$ cat config.mk
export PLATFORM = sky130hd
export DESIGN_NAME = huffman_code_build_encode_decode
export DESIGN_NICKNAME = d
export VERILOG_FILES = /design/src/design/hcb_pkg.sv /design/src/design/hcb_scan.sv /design/src/design/huffman_code_build_encode_decode.sv
export SDC_FILE = /design/constraint.sdc
export NUM_CORES = 2
export LEC_CHECK = 0
export CAP_MARGIN = 20
export CORE_ASPECT_RATIO = 0.7
export CORE_MARGIN = 1
export CORE_UTILIZATION = 48
export DETAILED_ROUTE_END_ITERATION = 16
export DONT_BUFFER_PORTS = 1
export HOLD_SLACK_MARGIN = 0.1
export PLACE_DENSITY_LB_ADDON = 0.25
export SETUP_SLACK_MARGIN = 0.5
export SLEW_MARGIN = 15
export SYNTH_ARGS = -nofsm -noshare
export SYNTH_HDL_FRONTEND = slang
export SYNTH_SLANG_ARGS = --single-unit
export TNS_END_PERCENT = 5
$ cat constraint.sdc
create_clock -name clk -period 14.8 [get_ports clk]
set_input_delay 1.48 -clock clk [delete_from_list [all_inputs] [get_ports clk]]
set_output_delay 1.48 -clock clk [all_outputs]
set_load 0.02 [all_outputs]
$ cat src/design/hcb_pkg.sv
// ----------------------------------------------------------------------------
// hcb_pkg: shared types and constants
// Request/response structs, codes and sizes for the Huffman code block.
// ----------------------------------------------------------------------------
package hcb_pkg;
  localparam int MaxSymbols = 16;
  localparam int NodeCap = 2 * MaxSymbols - 1;
  localparam int LeafW = $clog2(MaxSymbols + 1);
  localparam int NodeW = $clog2(NodeCap);
  localparam int SlotW = $clog2(MaxSymbols);
  localparam int WgtW = 20;
  localparam int CodeW = 15;
  localparam int LenW = 4;

  localparam logic [2:0] REQ_LOAD = 3'd0;
  localparam logic [2:0] REQ_BUILD = 3'd1;
  localparam logic [2:0] REQ_ENCODE = 3'd2;
  localparam logic [2:0] REQ_DECODE = 3'd3;
  localparam logic [2:0] REQ_CLEAR = 3'd4;

  localparam logic [1:0] KIND_LOAD = 2'd0;
  localparam logic [1:0] KIND_BUILD = 2'd1;
  localparam logic [1:0] KIND_CODE = 2'd2;
  localparam logic [1:0] KIND_SYM = 2'd3;

  localparam logic [2:0] ST_OK = 3'd0;
  localparam logic [2:0] ST_FULL = 3'd1;
  localparam logic [2:0] ST_FEW = 3'd2;
  localparam logic [2:0] ST_NOT_BUILT = 3'd3;
  localparam logic [2:0] ST_UNKNOWN = 3'd4;
  localparam logic [2:0] ST_PARTIAL = 3'd5;

  typedef struct packed {
    logic [2:0] req_type;
    logic [7:0] symbol_in;
    logic [15:0] weight_in;
    logic code_bit_in;
    logic bit_last;
  } req_t;

  typedef struct packed {
    logic [1:0] resp_kind;
    logic [2:0] status;
    logic [7:0] symbol_out;
    logic [CodeW-1:0] code_word;
    logic [LenW-1:0] code_len;
  } resp_t;

  // compare result handed from the scan unit to the sequencer
  typedef struct packed {
    logic done;
    logic [SlotW-1:0] best_slot;
    logic [NodeW-1:0] best_node;
  } scan_t;
endpackage

$ cat src/design/hcb_scan.sv
// ----------------------------------------------------------------------------
// hcb_scan: shared min-search unit
// Walks the active list one slot per cycle, keeping the lightest node
// (ties to the lower node index).
// ----------------------------------------------------------------------------
module hcb_scan (
  input  logic clk,
  input  logic rst,
  input  logic go,
  input  logic [hcb_pkg::LeafW-1:0] count,
  input  logic [hcb_pkg::NodeW-1:0] cand_node,
  input  logic [hcb_pkg::WgtW-1:0] cand_wgt,
  output logic [hcb_pkg::SlotW-1:0] slot,
  output hcb_pkg::scan_t res
);
  logic busy;
  logic [hcb_pkg::LeafW-1:0] idx;
  logic [hcb_pkg::WgtW-1:0] best_wgt;
  logic better;

  assign slot = idx[hcb_pkg::SlotW-1:0];
  assign better = (idx == '0) || (cand_wgt < best_wgt) ||
                  (cand_wgt == best_wgt && cand_node < res.best_node);

  always_ff @(posedge clk) begin
    if (rst) begin
      busy <= 1'b0;
      res.done <= 1'b0;
      idx <= '0;
    end else begin
      // pulse after the last slot has been compared
      res.done <= busy && !go && (idx + 1'b1 >= count);
      if (go) begin
        busy <= 1'b1;
        idx <= '0;
      end else if (busy) begin
        if (better) begin
          best_wgt <= cand_wgt;
          res.best_node <= cand_node;
          res.best_slot <= idx[hcb_pkg::SlotW-1:0];
        end
        if (idx + 1'b1 >= count) busy <= 1'b0;
        idx <= idx + 1'b1;
      end
    end
  end

  a_done_pulse: assert property (@(posedge clk) disable iff (rst)
    res.done |=> !res.done) else $error("scan done not a pulse");
  a_no_go_busy: assert property (@(posedge clk) disable iff (rst)
    go |=> !res.done) else $error("scan done right after go");
  a_idx_range: assert property (@(posedge clk) disable iff (rst)
    busy |-> idx < hcb_pkg::LeafW'(hcb_pkg::MaxSymbols)) else $error("scan index range");
endmodule

$ cat src/design/huffman_code_build_encode_decode.sv
// ----------------------------------------------------------------------------
// huffman_code_build_encode_decode: Huffman code builder, encoder, decoder
// Loads symbol/weight leaves, builds the code tree, encodes and decodes.
// ----------------------------------------------------------------------------
// Usage: present a request on req with start high while busy is low; it is
// taken at that edge. Requests: load leaf, build, encode symbol, decode one
// bit, clear. At most one result per request appears on resp for exactly one
// cycle with resp_valid high; the receiver cannot stall.
// Sequence after acceptance: a load or clear finishes in the execute state.
// Error and not-built results are set there and presented from the response
// state; a decode bit that reaches a leaf or drops a partial code passes
// through the decode state first, and one that stops on an inner node goes
// back to idle from it. An encode walks the leaves in order until it hits the
// symbol or passes the last leaf (unknown symbol). A build of n leaves does
// n-1 merges; each merge runs two scans of the active list through the single
// compare unit, a merge step and a walk of the n leaf codes, and build done
// follows. A new request can be taken in the cycle a result is presented.
// Reset (rst, synchronous) and the clear request empty the table and mark the
// tree not built; storage contents stay undefined until written.
// ----------------------------------------------------------------------------
module huffman_code_build_encode_decode (
  input  logic clk,
  input  logic rst,
  input  logic start,
  input  hcb_pkg::req_t req,
  output logic busy,
  output logic resp_valid,
  output hcb_pkg::resp_t resp
);
  localparam int LW = hcb_pkg::LeafW;
  localparam int NW = hcb_pkg::NodeW;
  localparam int SW = hcb_pkg::SlotW;

  typedef enum logic [9:0] {
    S_IDLE  = 10'b0000000001,
    S_EXEC  = 10'b0000000010,
    S_INIT  = 10'b0000000100,
    S_SCANP = 10'b0000001000,
    S_SCANQ = 10'b0000010000,
    S_MERGE = 10'b0000100000,
    S_CODES = 10'b0001000000,
    S_ENC   = 10'b0010000000,
    S_DEC   = 10'b0100000000,
    S_RESP  = 10'b1000000000
  } state_t;

  state_t state;
  hcb_pkg::req_t r;
  hcb_pkg::resp_t rsp;

  logic [hcb_pkg::WgtW-1:0] node_weight [hcb_pkg::NodeCap];
  logic [NW-1:0] node_left [hcb_pkg::NodeCap];
  logic [NW-1:0] node_right [hcb_pkg::NodeCap];
  logic [7:0] leaf_symbol [hcb_pkg::MaxSymbols];
  logic [NW-1:0] active_nodes [hcb_pkg::MaxSymbols];
  logic [NW-1:0] top [hcb_pkg::MaxSymbols];
  logic [hcb_pkg::CodeW-1:0] leaf_code [hcb_pkg::MaxSymbols];
  logic [hcb_pkg::LenW-1:0] leaf_code_len [hcb_pkg::MaxSymbols];

  logic [LW-1:0] leaf_count, active_count, k, merges;
  logic [NW-1:0] root_node, decode_cursor, next_node, p_node, q_node;
  logic tree_built;
  logic scan_go, scan_go_next;
  logic [SW-1:0] scan_slot;
  hcb_pkg::scan_t scan_res;

  hcb_scan u_scan (
    .clk(clk), .rst(rst), .go(scan_go), .count(active_count),
    .cand_node(active_nodes[scan_slot]),
    .cand_wgt(node_weight[active_nodes[scan_slot]]),
    .slot(scan_slot), .res(scan_res)
  );

  assign busy = (state != S_IDLE);
  assign resp = rsp;

  logic [NW-1:0] cur, nxt;
  always_comb begin
    cur = decode_cursor;
    if (NW'(leaf_count) > cur || cur >= NW'(hcb_pkg::NodeCap)) cur = root_node;
    nxt = r.code_bit_in ? node_right[cur] : node_left[cur];
  end

  // start a scan after init, after the first pick and before each later merge
  always_comb begin
    scan_go_next = 1'b0;
    if (state == S_INIT && k + 1'b1 == leaf_count) scan_go_next = 1'b1;
    if (state == S_SCANP && scan_res.done) scan_go_next = 1'b1;
    if (state == S_CODES && k + 1'b1 == leaf_count && merges + LW'(2) != leaf_count)
      scan_go_next = 1'b1;
  end

  always_ff @(posedge clk) begin
    if (rst) begin
      state <= S_IDLE;
      resp_valid <= 1'b0;
      leaf_count <= '0;
      active_count <= '0;
      root_node <= '0;
      tree_built <= 1'b0;
      decode_cursor <= '0;
      scan_go <= 1'b0;
    end else begin
      resp_valid <= (state == S_RESP);
      scan_go <= scan_go_next;
      unique case (state)
        S_IDLE: begin
          if (start) begin
            r <= req;
            rsp <= '0;
            state <= S_EXEC;
          end
        end
        S_EXEC: begin
          unique case (r.req_type)
            hcb_pkg::REQ_LOAD: begin
              if (leaf_count >= LW'(hcb_pkg::MaxSymbols)) begin
                rsp.resp_kind <= hcb_pkg::KIND_LOAD;
                rsp.status <= hcb_pkg::ST_FULL;
                state <= S_RESP;
              end else begin
                leaf_symbol[leaf_count[SW-1:0]] <= r.symbol_in;
                node_weight[NW'(leaf_count)] <= hcb_pkg::WgtW'(r.weight_in);
                leaf_count <= leaf_count + 1'b1;
                tree_built <= 1'b0;
                decode_cursor <= '0;
                state <= S_IDLE;
              end
            end
            hcb_pkg::REQ_BUILD: begin
              rsp.resp_kind <= hcb_pkg::KIND_BUILD;
              if (leaf_count < LW'(2)) begin
                rsp.status <= hcb_pkg::ST_FEW;
                tree_built <= 1'b0;
                state <= S_RESP;
              end else begin
                k <= '0;
                state <= S_INIT;
              end
            end
            hcb_pkg::REQ_ENCODE: begin
              rsp.resp_kind <= hcb_pkg::KIND_CODE;
              k <= '0;
              if (!tree_built) begin
                rsp.status <= hcb_pkg::ST_NOT_BUILT;
                state <= S_RESP;
              end else state <= S_ENC;
            end
            hcb_pkg::REQ_DECODE: begin
              rsp.resp_kind <= hcb_pkg::KIND_SYM;
              if (!tree_built) begin
                rsp.status <= hcb_pkg::ST_NOT_BUILT;
                state <= S_RESP;
              end else state <= S_DEC;
            end
            hcb_pkg::REQ_CLEAR: begin
              leaf_count <= '0;
              active_count <= '0;
              root_node <= '0;
              tree_built <= 1'b0;
              decode_cursor <= '0;
              state <= S_IDLE;
            end
            default: state <= S_IDLE;
          endcase
        end
        S_INIT: begin
          active_nodes[k[SW-1:0]] <= NW'(k);
          top[k[SW-1:0]] <= NW'(k);
          leaf_code[k[SW-1:0]] <= '0;
          leaf_code_len[k[SW-1:0]] <= '0;
          k <= k + 1'b1;
          if (k + 1'b1 == leaf_count) begin
            active_count <= leaf_count;
            next_node <= NW'(leaf_count);
            merges <= '0;
            state <= S_SCANP;
          end
        end
        S_SCANP: begin
          if (scan_res.done) begin
            // remove lightest: move last entry into its slot
            p_node <= scan_res.best_node;
            active_nodes[scan_res.best_slot] <= active_nodes[SW'(active_count - 1'b1)];
            active_count <= active_count - 1'b1;
            state <= S_SCANQ;
          end
        end
        S_SCANQ: begin
          if (scan_res.done) begin
            q_node <= scan_res.best_node;
            active_nodes[scan_res.best_slot] <= active_nodes[SW'(active_count - 1'b1)];
            active_count <= active_count - 1'b1;
            state <= S_MERGE;
          end
        end
        S_MERGE: begin
          node_weight[next_node] <= node_weight[p_node] + node_weight[q_node];
          node_left[next_node] <= p_node;
          node_right[next_node] <= q_node;
          active_nodes[SW'(active_count)] <= next_node;
          active_count <= active_count + 1'b1;
          k <= '0;
          state <= S_CODES;
        end
        S_CODES: begin
          if (top[k[SW-1:0]] == p_node || top[k[SW-1:0]] == q_node) begin
            if (top[k[SW-1:0]] == q_node)
              leaf_code[k[SW-1:0]] <= leaf_code[k[SW-1:0]] |
                (hcb_pkg::CodeW'(1) << leaf_code_len[k[SW-1:0]]);
            leaf_code_len[k[SW-1:0]] <= leaf_code_len[k[SW-1:0]] + 1'b1;
            top[k[SW-1:0]] <= next_node;
          end
          k <= k + 1'b1;
          if (k + 1'b1 == leaf_count) begin
            next_node <= next_node + 1'b1;
            merges <= merges + 1'b1;
            if (merges + LW'(2) == leaf_count) begin
              root_node <= next_node;
              decode_cursor <= next_node;
              tree_built <= 1'b1;
              state <= S_RESP;
            end else begin
              state <= S_SCANP;
            end
          end
        end
        S_ENC: begin
          if (leaf_symbol[k[SW-1:0]] == r.symbol_in) begin
            rsp.code_word <= leaf_code[k[SW-1:0]];
            rsp.code_len <= leaf_code_len[k[SW-1:0]];
            state <= S_RESP;
          end else if (k + 1'b1 == leaf_count) begin
            rsp.status <= hcb_pkg::ST_UNKNOWN;
            state <= S_RESP;
          end
          k <= k + 1'b1;
        end
        S_DEC: begin
          if (nxt < NW'(leaf_count)) begin
            decode_cursor <= root_node;
            rsp.symbol_out <= leaf_symbol[nxt[SW-1:0]];
            state <= S_RESP;
          end else if (r.bit_last) begin
            decode_cursor <= root_node;
            rsp.status <= hcb_pkg::ST_PARTIAL;
            state <= S_RESP;
          end else begin
            decode_cursor <= nxt;
            state <= S_IDLE;
          end
        end
        S_RESP: begin
          state <= S_IDLE;
        end
        default: state <= S_IDLE;
      endcase
    end
  end

  a_one_resp: assert property (@(posedge clk) disable iff (rst)
    resp_valid |-> state == S_IDLE) else $error("response outside idle");
  a_resp_gap: assert property (@(posedge clk) disable iff (rst)
    resp_valid |=> !resp_valid) else $error("back to back responses");
  a_built_root: assert property (@(posedge clk) disable iff (rst)
    tree_built |-> root_node >= NW'(leaf_count)) else $error("root inside leaves");
  a_leaf_max: assert property (@(posedge clk) disable iff (rst)
    leaf_count <= LW'(hcb_pkg::MaxSymbols)) else $error("leaf count overflow");
endmodule
==> run summary <==
DR iter-0 viols -> 6820
Post-synthesis xor/xnor area fraction -> 0.006931
Logic pwr share -> 0.010
Clock latency on the worst-skew pair -> 0.82 ns
Sequential area share after synthesis -> 0.6222
First-pass GRT wire length -> 326900 µm
Fin Setup TNS -> 0 ns
TritonRoute pass-1 iters -> 6
Die span in y -> 345.4 µm
P_leak -> 28.75 nW
Die area -> 170200 µm²
PortBufs -> 0
Largest cells by area after synthesis -> edfxtp_1 (61%), mux4_2 (20%), mux2i_1 (2.4%)
Final nets -> 4929
Mapped cell area -> 80880 µm²
WP data required -> 15.23 ns
Number of synthesized flops with an enable pin -> 1637
Number of routed nets with antenna violations -> 0
Post-route minimum period -> 8.055 ns
Compound-Gate Fraction of Synth Area -> 0.05045
Syn nets -> 4891
FP Rows -> 125
Switching Fraction -> 0.2046
Initial antenna violation count -> 2
Max-Cap Viols -> 0
Largest family of logic cells by synthesized area -> multiplexers
P per Cell Area -> 106.6 nW/µm²
Sink Count -> 1695
Tcrit/Tclk final -> 0.5443
Data arrival time of the critical path -> 8.48 ns
Post-synthesis adder-cell area fraction -> 0.01278
Chip Width -> 492.6 µm
Post-synthesis mux area share -> 0.2314
Final HPWL DP -> 135600 µm
Global route overflow -> 0
Total routed wirelength -> 224500 µm
Clock Pin Slew Worst Setup and Hold Paths -> 0.06 ns
Net Sw Power -> 1.960 mW
Setup bufs post-CTS -> 0
Crit path max fanout -> 58
CP Launch Type -> flip-flop
Status -> finished clean
Place WS -> 6.914 ns
Drt wl/cell -> 31.31 µm
Pint -> 7.619 mW
Worst Tran Pin Value -> 1.213 ns
Final Non-Filler Cells -> 7172
CP endpoint kind -> flip-flop
Setup Skew -> 0.03856 ns
Vias in the first global route -> 46370
Syn_area_per_cell -> 16.93 µm²
Initial Utilization -> 0.4856
Post-synth ARST share -> 0
#FFs+latches synth -> 1695
Synth area leader -> edfxtp_1
Post-cts resize count -> 0
Syn Inst Count -> 4777
VDD IR max -> 0.09453 mV
Via density -> 6.631
Area share of the largest cell type after synthesis -> 0.6078
# IOs -> 66
Hold-fix buffers at CTS -> 0
Via count -> 47560
Synthesis warning total -> 0
Setup WS post-layout -> 6.745 ns
Final setup violation count -> 0
Simple-gate area share of the yosys netlist -> 0.05450
Placed Cells incl. Taps -> 6849
# DRC -> 0
Top cells by count, synth -> edfxtp_1 (1637), mux4_2 (705), nand2_1 (372)
RSZ-0062 raised after global routing -> no
Hold Path Class -> flip-flop to flip-flop
Hold Violations, Final -> 0
Area delta synth->final -> 11.08%
Maximum clock rate -> 124.1 MHz
Synth Flop Type -> edfxtp_1
Tot GR Track Use -> 0.2640
Largest net degree at the start of global routing -> 121
Count leader, synth -> edfxtp_1
Clock Path Buffers -> 3
Reg power frac -> 0.547
Crit path kind -> flip-flop to flip-flop
Core area -> 166600 µm²
Fraction of layout cells with a size suffix above 1 -> 0.2758
Routability congestion estimate -> 0.8611
Clk network pwr share -> 0.444
Total CTS buffers -> 165
Pins Over Slew Limit -> 0
Slew HR -> 0.1894
Clk root buf -> clkbuf_16
Distinct cells, synth -> 89
CTS tree -> built
Max H-tree Level -> 4
[cell usage in the layout, fill, tap and decap left out, types with 20 or more instances in the layout]
cell type	netlist	final
buf_4	19	169
a31oi_1	27	25
mux4_2	705	702
clkinv_2	0	30
nand3_1	97	97
a211oi_1	64	64
nor2_2	0	20
clkbuf_1	189	36
nor2b_1	79	78
mux2i_1	197	197
nand2_1	372	372
edfxtp_1	1637	1637
o211ai_1	61	61
xnor2_1	40	40
and2_1	27	27
a31o_2	22	22
a21oi_1	101	98
o21ai_0	92	79
o2111ai_1	20	20
nor2_4	0	32
a211o_1	22	22
inv_1	84	84
nor3_1	37	36
clkbuf_16	0	167
xor2_1	24	24
clkinv_1	4	27
ha_1	81	81
dfxtp_1	58	44
mux2_2	76	76
nor2_1	254	202
[power by group through the flow]
| stage | logic, mW | registers, mW | clock network, mW |
|---|---|---|---|
| finish | 0.0918 | 5.24 | 4.25 |
| global route | 0.0985 | 5.23 | 4.49 |
| CTS | 0.0896 | 5.24 | 4.31 |
| detailed placement | 0.0893 | 5.34 | 0 |
| global placement | 0.0876 | 5.34 | 0 |
| floorplan | 0.0604 | 5.33 | 0 |
[state kept, by name, indices dropped and copies added (netlist names), 10 cells and up, named ones only]
name / cells
active_nodes: 80
leaf_code: 240
leaf_code_len: 64
leaf_symbol: 128
node_left: 155
node_right: 155
node_weight: 620
r: 29
resp: 32
state: 10
top: 80
u_scan.best_wgt: 20
u_scan.res: 10
[cell families after synthesis]
| kind of cell | Yosys count |
|---|---|
| DFF | 1695 |
| muxes | 979 |
| and+or+nand+nor | 969 |
| AOI/OAI and AO/OA | 572 |
| buffers and inverters | 416 |
| adders and majority gates | 82 |
| xor gates and xnor gates | 64 |
[worst max-delay path, stage by stage, from the launching register on]
cell and delay, ns:
dfxtp_1 0.75, inv_1 0.30, ha_1 0.36, nand3_1 0.21, o31a_1 0.44, o22ai_4 0.18
buf_4 0.51, buf_4 0.74, mux2i_1 0.27, mux2i_1 0.09, a32oi_1 0.20, and4b_1 0.22
nand4bb_1 0.12, buf_4 0.25, clkinv_1 0.58, ha_1 0.44, a21o_1 0.17, a21o_1 0.16
a21oi_1 0.29, a21boi_2 0.42, nand2_1 0.09, a21oi_1 0.79
[routing by layer]
| metal | share of wire | GRT usage | vias to the layer above |
|---|---|---|---|
| met2 | 0.44 | 0.3777 | 2864 |
| met1 | 0.42 | 0.3995 | 24680 |
| met4 | 0.025 | 0.07002 | 0 |
| met3 | 0.12 | 0.07007 | 355 |
| li1 | - | - | 19660 |
| met5 | 0 | 0 | - |
[through the flow]
stage          power [mW]    util  area [µm²]  hold WS [ns]
2_1_floorplan       5.394       -       80880        0.4064
3_3_place_gp        5.428  0.5042       83980        0.4906
3_5_place_dp        5.430  0.5054       84180        0.4727
4_1_cts             9.637  0.5377       89560        0.5098
5_1_grt             9.823  0.5394       89840        0.5425
6_report            9.579  0.5394       89840        0.5193
[layout make-up]
| type | count | area, µm² |
|---|---|---|
| fillers | 12900 | 76730 |
| flip-flops and latches | 1695 | 50360 |
| multi-input cells | 2666 | 29280 |
| clock buffers | 211 | 4424 |
| well taps | 2222 | 2780 |
| repair buffers | 198 | 1702 |
| clock inverters | 90 | 954.7 |
| inverters | 89 | 334.1 |
| diodes | 1 | 2.502 |
[path summary, 6_finish.rpt]
check | from | cells past startpoint | endpoint | slack (ns)
worst max-delay path | leaf_count[0]$_SDFFE_PP0P_ | 21 | resp[23]$_SDFFCE_PN0P_ | 6.74
worst min-delay path | decode_cursor[4]$_SDFFE_PP0P_ | 2 | decode_cursor[4]$_SDFFE_PP0P_ | 0.52
worst max register to register | leaf_count[0]$_SDFFE_PP0P_ | 21 | resp[23]$_SDFFCE_PN0P_ | 6.74
worst min register to register | decode_cursor[4]$_SDFFE_PP0P_ | 2 | decode_cursor[4]$_SDFFE_PP0P_ | 0.52
Power figures use the tool's default switching activity.
